--- src/rtl/dcs_pkg.sv ---
`timescale 1ns / 1ps

package dcs_pkg;

    // number of sectors in one scan, bounds the error count
    localparam int SECTOR_COUNT = 1024;

    localparam int          ERR_W   = 11;
    localparam int          ERR_CAP = (SECTOR_COUNT < 2047) ? SECTOR_COUNT : 2047;
    localparam logic [ERR_W-1:0] ERR_CAP_V = ERR_W'(ERR_CAP);

    localparam logic [31:0] CRC_POLY = 32'hEDB8_8320;
    localparam logic [31:0] CRC_ONES = 32'hFFFF_FFFF;
    localparam logic [7:0]  BYTE_MASK = 8'hFF;

    typedef enum logic [1:0] {
        ACT_BOTH_GOOD = 2'd0,
        ACT_FIX_COPY1 = 2'd1,
        ACT_FIX_COPY2 = 2'd2,
        ACT_BOTH_BAD  = 2'd3
    } t_action;

    // control carried from the crc stage to the merge stage
    typedef struct packed {
        logic last;
        logic clear;
    } t_merge_ctl;

    // reflected crc-32, one byte
    function automatic logic [31:0] crc32_byte(input logic [31:0] crc,
                                               input logic [7:0]  data);
        logic [31:0] c;
        c = crc ^ {24'd0, data & BYTE_MASK};
        for (int k = 0; k < 8; k++) begin
            if (c[0]) begin
                c = (c >> 1) ^ CRC_POLY;
            end else begin
                c = c >> 1;
            end
        end
        return c;
    endfunction

    // four bytes, low byte first
    function automatic logic [31:0] crc32_word(input logic [31:0] crc,
                                               input logic [31:0] word);
        logic [31:0] c;
        c = crc;
        for (int b = 0; b < 4; b++) begin
            c = crc32_byte(c, word[8*b +: 8]);
        end
        return c;
    endfunction

endpackage

--- src/rtl/dual_copy_sector_crc_scrubber.sv ---
`timescale 1ns / 1ps

// dual-copy sector crc scrubber: each accepted word carries one 32-bit word of
// both copies of a sector; two crc-32 lanes (reflected 0xEDB88320, init all
// ones, final inversion, low byte first) run side by side, one word per cycle
// each, so a new word is taken every clock while the output is free. a word
// with last_word set yields one result, registered in crc and merge stages:
// the repair action, the checksum records after the decision, the saturating
// error count and the sticky write-back flags. words without last_word give
// no result. rate is one word per cycle, set by the combinational four-byte
// crc update in each lane; input stall rises only when a finished result is
// held by output stall and the next last word reaches the merge stage.
// new_scan clears the count and flags ahead of its own word.
module dual_copy_sector_crc_scrubber (
    input  logic        i_clk,
    input  logic        i_rst_n,
    // input channel
    input  logic        i_valid,
    output logic        o_stall,
    input  logic        i_new_scan,
    input  logic [31:0] i_copy1_word,
    input  logic [31:0] i_copy2_word,
    input  logic [31:0] i_stored_sum1,
    input  logic [31:0] i_stored_sum2,
    input  logic        i_last_word,
    // output channel
    output logic        o_valid,
    input  logic        i_stall,
    output logic [1:0]  o_repair_action,
    output logic [31:0] o_new_sum1,
    output logic [31:0] o_new_sum2,
    output logic [dcs_pkg::ERR_W-1:0] o_error_total,
    output logic        o_rewrite_table1,
    output logic        o_rewrite_table2
);
    import dcs_pkg::*;

    // crc stage: one word held between the lanes and the merge stage
    logic        r_s1_valid;
    t_merge_ctl  r_s1_ctl;
    logic [31:0] r_s1_sum1;
    logic [31:0] r_s1_sum2;

    logic        in_take;
    logic        s1_take;
    logic [31:0] crc1;
    logic [31:0] crc2;

    // the merge stage only blocks on a last word with the output slot full and stalled
    assign s1_take = r_s1_valid && (!r_s1_ctl.last || !o_valid || !i_stall);
    assign o_stall = r_s1_valid && !s1_take;
    assign in_take = i_valid && !o_stall;

    dcs_crc_lane u_lane1 (
        .i_clk   (i_clk),
        .i_rst_n (i_rst_n),
        .i_load  (in_take),
        .i_last  (i_last_word),
        .i_word  (i_copy1_word),
        .o_crc   (crc1)
    );

    dcs_crc_lane u_lane2 (
        .i_clk   (i_clk),
        .i_rst_n (i_rst_n),
        .i_load  (in_take),
        .i_last  (i_last_word),
        .i_word  (i_copy2_word),
        .o_crc   (crc2)
    );

    always_ff @(posedge i_clk) begin
        if (!i_rst_n) begin
            r_s1_valid <= 1'b0;
        end else if (in_take) begin
            r_s1_valid <= 1'b1;
        end else if (s1_take) begin
            r_s1_valid <= 1'b0;
        end
    end

    // stored sums and control travel with the word
    always_ff @(posedge i_clk) begin
        if (in_take) begin
            r_s1_ctl.last  <= i_last_word;
            r_s1_ctl.clear <= i_new_scan;
            r_s1_sum1      <= i_stored_sum1;
            r_s1_sum2      <= i_stored_sum2;
        end
    end

    // compare, decide, count and hold the result
    dcs_merge u_merge (
        .i_clk       (i_clk),
        .i_rst_n     (i_rst_n),
        .i_take      (s1_take),
        .i_ctl       (r_s1_ctl),
        .i_crc1      (crc1),
        .i_crc2      (crc2),
        .i_sum1      (r_s1_sum1),
        .i_sum2      (r_s1_sum2),
        .i_out_stall (i_stall),
        .o_valid     (o_valid),
        .o_action    (o_repair_action),
        .o_sum1      (o_new_sum1),
        .o_sum2      (o_new_sum2),
        .o_errors    (o_error_total),
        .o_dirty1    (o_rewrite_table1),
        .o_dirty2    (o_rewrite_table2)
    );

`ifndef ASSERT_OFF
    // error count never passes its cap
    a_err_cap: assert property (@(posedge i_clk) disable iff (!i_rst_n)
        o_valid |-> (o_error_total <= ERR_CAP_V))
        else $error("error count above cap");

    // both bad: both records take copy 1's crc
    a_both_bad: assert property (@(posedge i_clk) disable iff (!i_rst_n)
        (o_valid && (o_repair_action == ACT_BOTH_BAD)) |->
        (o_new_sum1 == o_new_sum2 && o_rewrite_table1 && o_rewrite_table2))
        else $error("both-bad result inconsistent");

    // a repaired copy 1 always has its write-back flag set
    a_fix_flag: assert property (@(posedge i_clk) disable iff (!i_rst_n)
        (o_valid && (o_repair_action == ACT_FIX_COPY1)) |-> o_rewrite_table1)
        else $error("copy 1 repair without write-back flag");

    // input stalls only behind a held last word
    a_stall_cause: assert property (@(posedge i_clk) disable iff (!i_rst_n)
        o_stall |-> (r_s1_valid && r_s1_ctl.last && o_valid && i_stall))
        else $error("input stall without a blocked result");
`endif

endmodule

--- src/rtl/dcs_crc_lane.sv ---
`timescale 1ns / 1ps

module dcs_crc_lane (
    input  logic        i_clk,
    input  logic        i_rst_n,
    input  logic        i_load,
    input  logic        i_last,
    input  logic [31:0] i_word,
    output logic [31:0] o_crc
);
    import dcs_pkg::*;

    logic [31:0] r_crc;
    logic [31:0] n_crc;
    logic [31:0] r_fin;

    assign n_crc = crc32_word(r_crc, i_word);
    assign o_crc = r_fin;

    always_ff @(posedge i_clk) begin
        if (!i_rst_n) begin
            r_crc <= CRC_ONES;
        end else if (i_load) begin
            r_crc <= i_last ? CRC_ONES : n_crc;
        end
    end

    // finished crc, meaningful only after a last word
    always_ff @(posedge i_clk) begin
        if (i_load) begin
            r_fin <= ~n_crc;
        end
    end

endmodule

--- src/rtl/dcs_merge.sv ---
`timescale 1ns / 1ps

module dcs_merge (
    input  logic                 i_clk,
    input  logic                 i_rst_n,
    input  logic                 i_take,
    input  dcs_pkg::t_merge_ctl  i_ctl,
    input  logic [31:0]          i_crc1,
    input  logic [31:0]          i_crc2,
    input  logic [31:0]          i_sum1,
    input  logic [31:0]          i_sum2,
    input  logic                 i_out_stall,
    output logic                 o_valid,
    output logic [1:0]           o_action,
    output logic [31:0]          o_sum1,
    output logic [31:0]          o_sum2,
    output logic [dcs_pkg::ERR_W-1:0] o_errors,
    output logic                 o_dirty1,
    output logic                 o_dirty2
);
    import dcs_pkg::*;

    logic             r_valid;
    logic [ERR_W-1:0] r_cnt;
    logic             r_dirty1;
    logic             r_dirty2;
    t_action          r_action;
    logic [31:0]      r_sum1;
    logic [31:0]      r_sum2;
    // count and flags as they stood at the last word, held with the result
    logic [ERR_W-1:0] r_out_cnt;
    logic             r_out_dirty1;
    logic             r_out_dirty2;

    logic             n_valid;
    logic [ERR_W-1:0] n_cnt;
    logic             n_dirty1;
    logic             n_dirty2;
    t_action          n_action;
    logic [31:0]      n_sum1;
    logic [31:0]      n_sum2;
    logic             ok1;
    logic             ok2;
    logic [ERR_W-1:0] base_cnt;
    logic [ERR_W-1:0] inc_cnt;

    assign ok1      = (i_crc1 == i_sum1);
    assign ok2      = (i_crc2 == i_sum2);
    assign base_cnt = i_ctl.clear ? '0 : r_cnt;
    assign inc_cnt  = (base_cnt < ERR_CAP_V) ? base_cnt + ERR_W'(1) : base_cnt;

    always_comb begin
        n_cnt    = base_cnt;
        n_dirty1 = i_ctl.clear ? 1'b0 : r_dirty1;
        n_dirty2 = i_ctl.clear ? 1'b0 : r_dirty2;
        n_sum1   = i_sum1;
        n_sum2   = i_sum2;
        n_action = ACT_BOTH_GOOD;
        if (ok1 && ok2) begin
            n_action = ACT_BOTH_GOOD;
        end else if (!ok1 && ok2) begin
            n_action = ACT_FIX_COPY1;
            n_sum1   = i_crc2;
            n_dirty1 = 1'b1;
            n_cnt    = inc_cnt;
        end else if (ok1 && !ok2) begin
            n_action = ACT_FIX_COPY2;
            n_sum2   = i_crc1;
            n_dirty2 = 1'b1;
            n_cnt    = inc_cnt;
        end else begin
            n_action = ACT_BOTH_BAD;
            n_sum1   = i_crc1;
            n_sum2   = i_crc1;
            n_dirty1 = 1'b1;
            n_dirty2 = 1'b1;
        end
        if (!i_ctl.last) begin
            n_cnt = base_cnt;
            n_dirty1 = i_ctl.clear ? 1'b0 : r_dirty1;
            n_dirty2 = i_ctl.clear ? 1'b0 : r_dirty2;
        end
    end

    always_comb begin
        n_valid = r_valid && i_out_stall;
        if (i_take && i_ctl.last) begin
            n_valid = 1'b1;
        end
    end

    always_ff @(posedge i_clk) begin
        if (!i_rst_n) begin
            r_valid  <= 1'b0;
            r_cnt    <= '0;
            r_dirty1 <= 1'b0;
            r_dirty2 <= 1'b0;
        end else begin
            r_valid <= n_valid;
            if (i_take) begin
                r_cnt    <= n_cnt;
                r_dirty1 <= n_dirty1;
                r_dirty2 <= n_dirty2;
            end
        end
    end

    always_ff @(posedge i_clk) begin
        if (i_take && i_ctl.last) begin
            r_action     <= n_action;
            r_sum1       <= n_sum1;
            r_sum2       <= n_sum2;
            r_out_cnt    <= n_cnt;
            r_out_dirty1 <= n_dirty1;
            r_out_dirty2 <= n_dirty2;
        end
    end

    assign o_valid  = r_valid;
    assign o_action = r_action;
    assign o_sum1   = r_sum1;
    assign o_sum2   = r_sum2;
    assign o_errors = r_out_cnt;
    assign o_dirty1 = r_out_dirty1;
    assign o_dirty2 = r_out_dirty2;

endmodule
--- config.mk ---
export PLATFORM = sky130hd
export DESIGN_NAME = dual_copy_sector_crc_scrubber
export DESIGN_NICKNAME = d
export VERILOG_FILES = /design/src/rtl/dcs_pkg.sv /design/src/rtl/dual_copy_sector_crc_scrubber.sv /design/src/rtl/dcs_crc_lane.sv /design/src/rtl/dcs_merge.sv
export SDC_FILE = /design/constraint.sdc
export NUM_CORES = 1
export LEC_CHECK = 0
export ABC_CLOCK_PERIOD_IN_PS = 6400
export BUFFER_PORTS_ARGS = -buffer_cell sky130_fd_sc_hd__buf_2
export CAP_MARGIN = 10
export CORE_MARGIN = 1
export CORE_UTILIZATION = 35
export DETAILED_ROUTE_END_ITERATION = 8
export PLACE_DENSITY_LB_ADDON = 0.05
export SETUP_SLACK_MARGIN = 0.1
export SKIP_LAST_GASP = 1
export SLEW_MARGIN = 5
export SYNTH_ARGS = -nofsm -noshare
export SYNTH_HDL_FRONTEND = slang
export SYNTH_SLANG_ARGS = --single-unit
--- constraint.sdc ---
create_clock -name i_clk -period 6.4 [get_ports i_clk]
set_input_delay 1.28 -clock i_clk [delete_from_list [all_inputs] [get_ports i_clk]]
set_output_delay 1.28 -clock i_clk [all_outputs]
set_load 0.005 [all_outputs]
==> impl.org <==
** Critical path
- The worst setup path is launched from a primary input.
- Worst setup path start :: i_copy2_word[7]
- Required time of the critical path :: 6.77 ns
- The critical path goes through buf_2 -> xnor2_4 -> xor2_4 -> xnor3_2 -> xnor3_2 -> xnor3_1 -> xor3_2 -> xor2_1 -> xor2_1 -> xor2_1 -> a41oi_1.
- The number of buffers and inverters on the critical path is 1.
- In this design, the critical path's most frequently occurring cell is sky130_fd_sc_hd__xor2_1.
- The largest individual stage delay along the critical path comes from the cell sky130_fd_sc_hd__xnor3_2.
- STA classifies the critical path endpoint as a flip-flop.
- Count of cells along the worst register-to-register path :: 10
- Category of the critical setup timing path :: in2reg
- The most critical setup path has its endpoint at u_lane2.r_crc[11]$_SDFFE_PN1P_.
- STA puts the critical path data arrival time at 5.28 ns.
- The worst register-to-register path has a setup slack of 1.96 ns.
- Crit-path max FO :: 7
- In this run the number of cells on the critical path is 11.
- Start of the worst register-to-register path :: u_lane2.r_crc[1]$_SDFFE_PN1P_
- Critical path's top delay family :: XOR/XNOR gates
- Crit-path max cell delay :: 0.53 ns
- The endpoint identified for the worst register-to-register timing path is u_lane2.r_crc[11]$_SDFFE_PN1P_.

** Floorplan
- Once the floorplan was initialized, standard cells occupied 35.4% of the core.
- Count of boundary I/O pins :: 215
- The die is 224 um tall.
- Total core area :: 0.0488 mm2
- Total Die Area :: 0.0503 mm2
- The floorplan has 81 rows.
- Die extent in x :: 224 um

** Synth
- The Yosys step of the flow raised 0 warnings.
- Sorting the synthesized cells by area gives the leading types as sky130_fd_sc_hd__edfxtp_1 36%, sky130_fd_sc_hd__xnor2_1 19%, sky130_fd_sc_hd__dfxtp_1 9.1%, sky130_fd_sc_hd__xor2_1 6.7%, sky130_fd_sc_hd__xnor3_1 5.7%.
- Number of enable-type register cells in the synthesized netlist :: 209
- Proportion of synthesized flip-flops having asynchronous set or reset :: 0%
- Cells after Synth :: 1,364
- Avg Cell Area, Syn :: 12.7 um2
- Share of Yosys cell area claimed by the top area cell type :: 36.3%
- In the synthesized netlist the dominant register cell turns out to be sky130_fd_sc_hd__edfxtp_1.
- The largest total area in the synthesized netlist belongs to sky130_fd_sc_hd__edfxtp_1.
- The share of the Yosys chip area taken by registers is 45.4%.
- After synthesis the cells add up to 0.0173 mm2.
- Post-synth net total :: 1,499
- The synthesized design contains 288 register bits.
- Counting distinct cell types in the post-synthesis netlist gives 48.

** Clock tree
- For this design, the CTS-stage hold fixing added 0 buffers.
- Number of buffers added for setup after CTS :: 0
- After clock tree synthesis, the clock-pin slew on the worst setup and hold paths is 0.06 ns.
- Clock root buffer :: sky130_fd_sc_hd__clkbuf_16
- CTS tree :: built
- Total CTS buffers :: 35
- H-tree lvl count :: 2
- Clock latency on the worst-skew pair, taken at its later pin, is 0.54 ns.
- Cts repair resizes :: 0
- CTS Sinks :: 288
- Buffer levels on the longest clock path :: 3

** Global routing
- The total overflow left after global routing is 0.
- GRT Util Overall :: 20.8%
- The first global-routing pass estimated 75.3 mm of wire.
- Vias in the first global route :: 10,889
- Entering global routing, the biggest net connects 108 pins.
- The number of antenna violations at the first check in global routing was 3.

** STA
- At the pin with the least slew margin, the transition time is 0.953 ns.
- Setup repair after global routing missed its margin :: no
- The count of pins over their slew limit was 0.
- Worst clock skew :: 0.0153 ns
- Fin crit period :: 4.92 ns
- Max-slew headroom :: 36.5%
- Setup TNS :: 0 ns
- Of the available clock period, the critical path in the final layout requires 76.9%.
- The tightest hold path in the finished design has a slack of 0.499 ns.
- Maximum operating frequency :: 203 MHz
- The number of hold violations in the final report was 0.
- Setup violations remaining at the end of the flow were counted as 0.

** Placed design
- Final HPWL DP :: 40.6 mm
- Port Buffers :: 214
- Including well taps, the total number of placed cells is 2,216.
- Global placer's final weighted congestion :: 0.854

** Drt
- Wire length after detailed routing :: 52.6 mm
- The detailed router finished its first iteration with 719 violations.
- Across all layers, the routed design uses 10,789 vias.
- WL per Instance :: 23.1 um
- The count of nets left with antenna violations once routing finished came out at 0.
- Dividing the detail-routed via count by the number of cells gives 4.74.
- For this run, design rule violations remaining after detail routing come to 0.
- Detailed-routing iteration count for the pre-antenna-repair pass :: 5

** Hold path
- Type of the tightest min-delay check :: reg2reg
- Critical hold path startpoint :: u_merge.r_dirty1$_SDFFE_PN0P_

** Cells and area
- Antenna cells :: 0
- Final-stage net count :: 1,724
- The finished layout holds 2,278 standard cells, fillers aside.
- Most common library cell in the layout ignoring fill and taps :: sky130_fd_sc_hd__xnor2_1
- The library cells used most frequently in the layout, excluding fill and tap cells, are 369 x sky130_fd_sc_hd__xnor2_1, 214 x sky130_fd_sc_hd__buf_2, 209 x sky130_fd_sc_hd__edfxtp_1.
- Fraction of final layout cells with drive strength greater than 1 :: 25.5%
- Area delta synth->final :: 17.4%
- Share of the core filled with cells in the final layout :: 41.6%

** Run
- Max-cap violations in this run came to 0.

** Status
- Outcome :: complete, no violations
-- kinds of logic (layout without fill, tap and decap cells) --
kind of cell	count (synthesis)	count (layout)	synth area share (%)
xor gates and xnor gates	621	621	40.2
buffers and inverters	54	304	1.17
DFF	288	288	45.4
muxes	32	32	2.08
adders and majority gates	1	1	0.0723
AOI/OAI and AO/OA	97	97	4.35
and+or+nand+nor	271	271	6.72
-- tightest hold or removal path, stage by stage, from the launching register on --
cell	delay, ns
sky130_fd_sc_hd__dfxtp_1	0.31
sky130_fd_sc_hd__nor2_1	0.10
sky130_fd_sc_hd__nor3b_1	0.05
-- stage by stage --
stage	worst slack [ns]	instance area, um2
after floorplan	0.230	17300
after global placement	0.899	19200
after detailed placement	0.902	19200
after CTS	1.46	20300
after global routing	1.34	20300
final	1.48	20300
-- layer usage --
metal  up-vias  part of all wire, %  GRT usage, %
met3        48                  4.8          3.59
li1       5132                    -             -
met5         -                0.023             0
met1      5322                   48          29.7
met2       285                   45          32.9
met4         2                  1.9          5.00
-- registers in the layout, indices dropped and copies added, names as in the netlist, 2 cells and up --
register,flops
r_s1_ctl,2
r_s1_sum1,32
r_s1_sum2,32
u_lane1.o_crc,32
u_lane1.r_crc,32
u_lane2.o_crc,32
u_lane2.r_crc,32
u_merge.o_action,2
u_merge.o_errors,11
u_merge.o_sum1,32
u_merge.o_sum2,32
u_merge.r_cnt,11
-- Yosys cell counts (2+ instances only) --
cell and number:
sky130_fd_sc_hd__inv_1 8, sky130_fd_sc_hd__o22ai_1 4, sky130_fd_sc_hd__and3_1 3, sky130_fd_sc_hd__clkinv_1 2, sky130_fd_sc_hd__nand4_1 10, sky130_fd_sc_hd__a31o_2 19
sky130_fd_sc_hd__xnor2_2 29, sky130_fd_sc_hd__xnor3_1 44, sky130_fd_sc_hd__nor2b_1 11, sky130_fd_sc_hd__xnor3_2 17, sky130_fd_sc_hd__nor3b_1 2, sky130_fd_sc_hd__a21boi_0 2
sky130_fd_sc_hd__xor3_1 4, sky130_fd_sc_hd__a22oi_1 4, sky130_fd_sc_hd__nand2b_1 4, sky130_fd_sc_hd__nor4_1 11, sky130_fd_sc_hd__xor2_1 132, sky130_fd_sc_hd__nor3_1 4
sky130_fd_sc_hd__nand2_1 138, sky130_fd_sc_hd__a21oi_1 6, sky130_fd_sc_hd__xnor2_4 12, sky130_fd_sc_hd__dfxtp_1 79, sky130_fd_sc_hd__clkbuf_1 43, sky130_fd_sc_hd__xor2_4 3
sky130_fd_sc_hd__mux2_2 32, sky130_fd_sc_hd__nor2_1 74, sky130_fd_sc_hd__and2_1 5, sky130_fd_sc_hd__o21a_1 3, sky130_fd_sc_hd__xor2_2 10, sky130_fd_sc_hd__edfxtp_1 209
sky130_fd_sc_hd__a31oi_1 4, sky130_fd_sc_hd__o21ai_0 13, sky130_fd_sc_hd__nand3_1 5, sky130_fd_sc_hd__a41oi_1 36, sky130_fd_sc_hd__xnor2_1 369
-- how the worst min path moves through the flow --
| stage | to | slack [ns] | cells after the start |
|---|---|---|---|
| 3_3_place_gp | u_merge.r_dirty2$_SDFFE_PN0P_ | 0.49 | 2 |
| 6_report | u_merge.r_dirty1$_SDFFE_PN0P_ | 0.50 | 2 |
| 3_5_place_dp | u_merge.r_dirty1$_SDFFE_PN0P_ | 0.49 | 2 |
| 2_1_floorplan | u_merge.r_dirty2$_SDFFE_PN0P_ | 0.48 | 2 |
| 4_1_cts | u_merge.r_dirty1$_SDFFE_PN0P_ | 0.50 | 2 |
| 5_1_grt | u_lane2.r_crc[14]$_SDFFE_PN1P_ | 0.53 | 2 |
-- layout make-up --
cell class	count	area, um2
Tap cell	664	831
Fill cell	4729	28500
Timing Repair Buffer	232	1220
Clock buffer	43	926
Inverter	10	37.5
Sequential cell	288	7860
Clock inverter	19	179
Multi-Input combinational cell	1022	9270
Power is left out: the tool's default activity adds up to more than one toggle a clock period on the data nets, which glitch-free logic cannot reach.
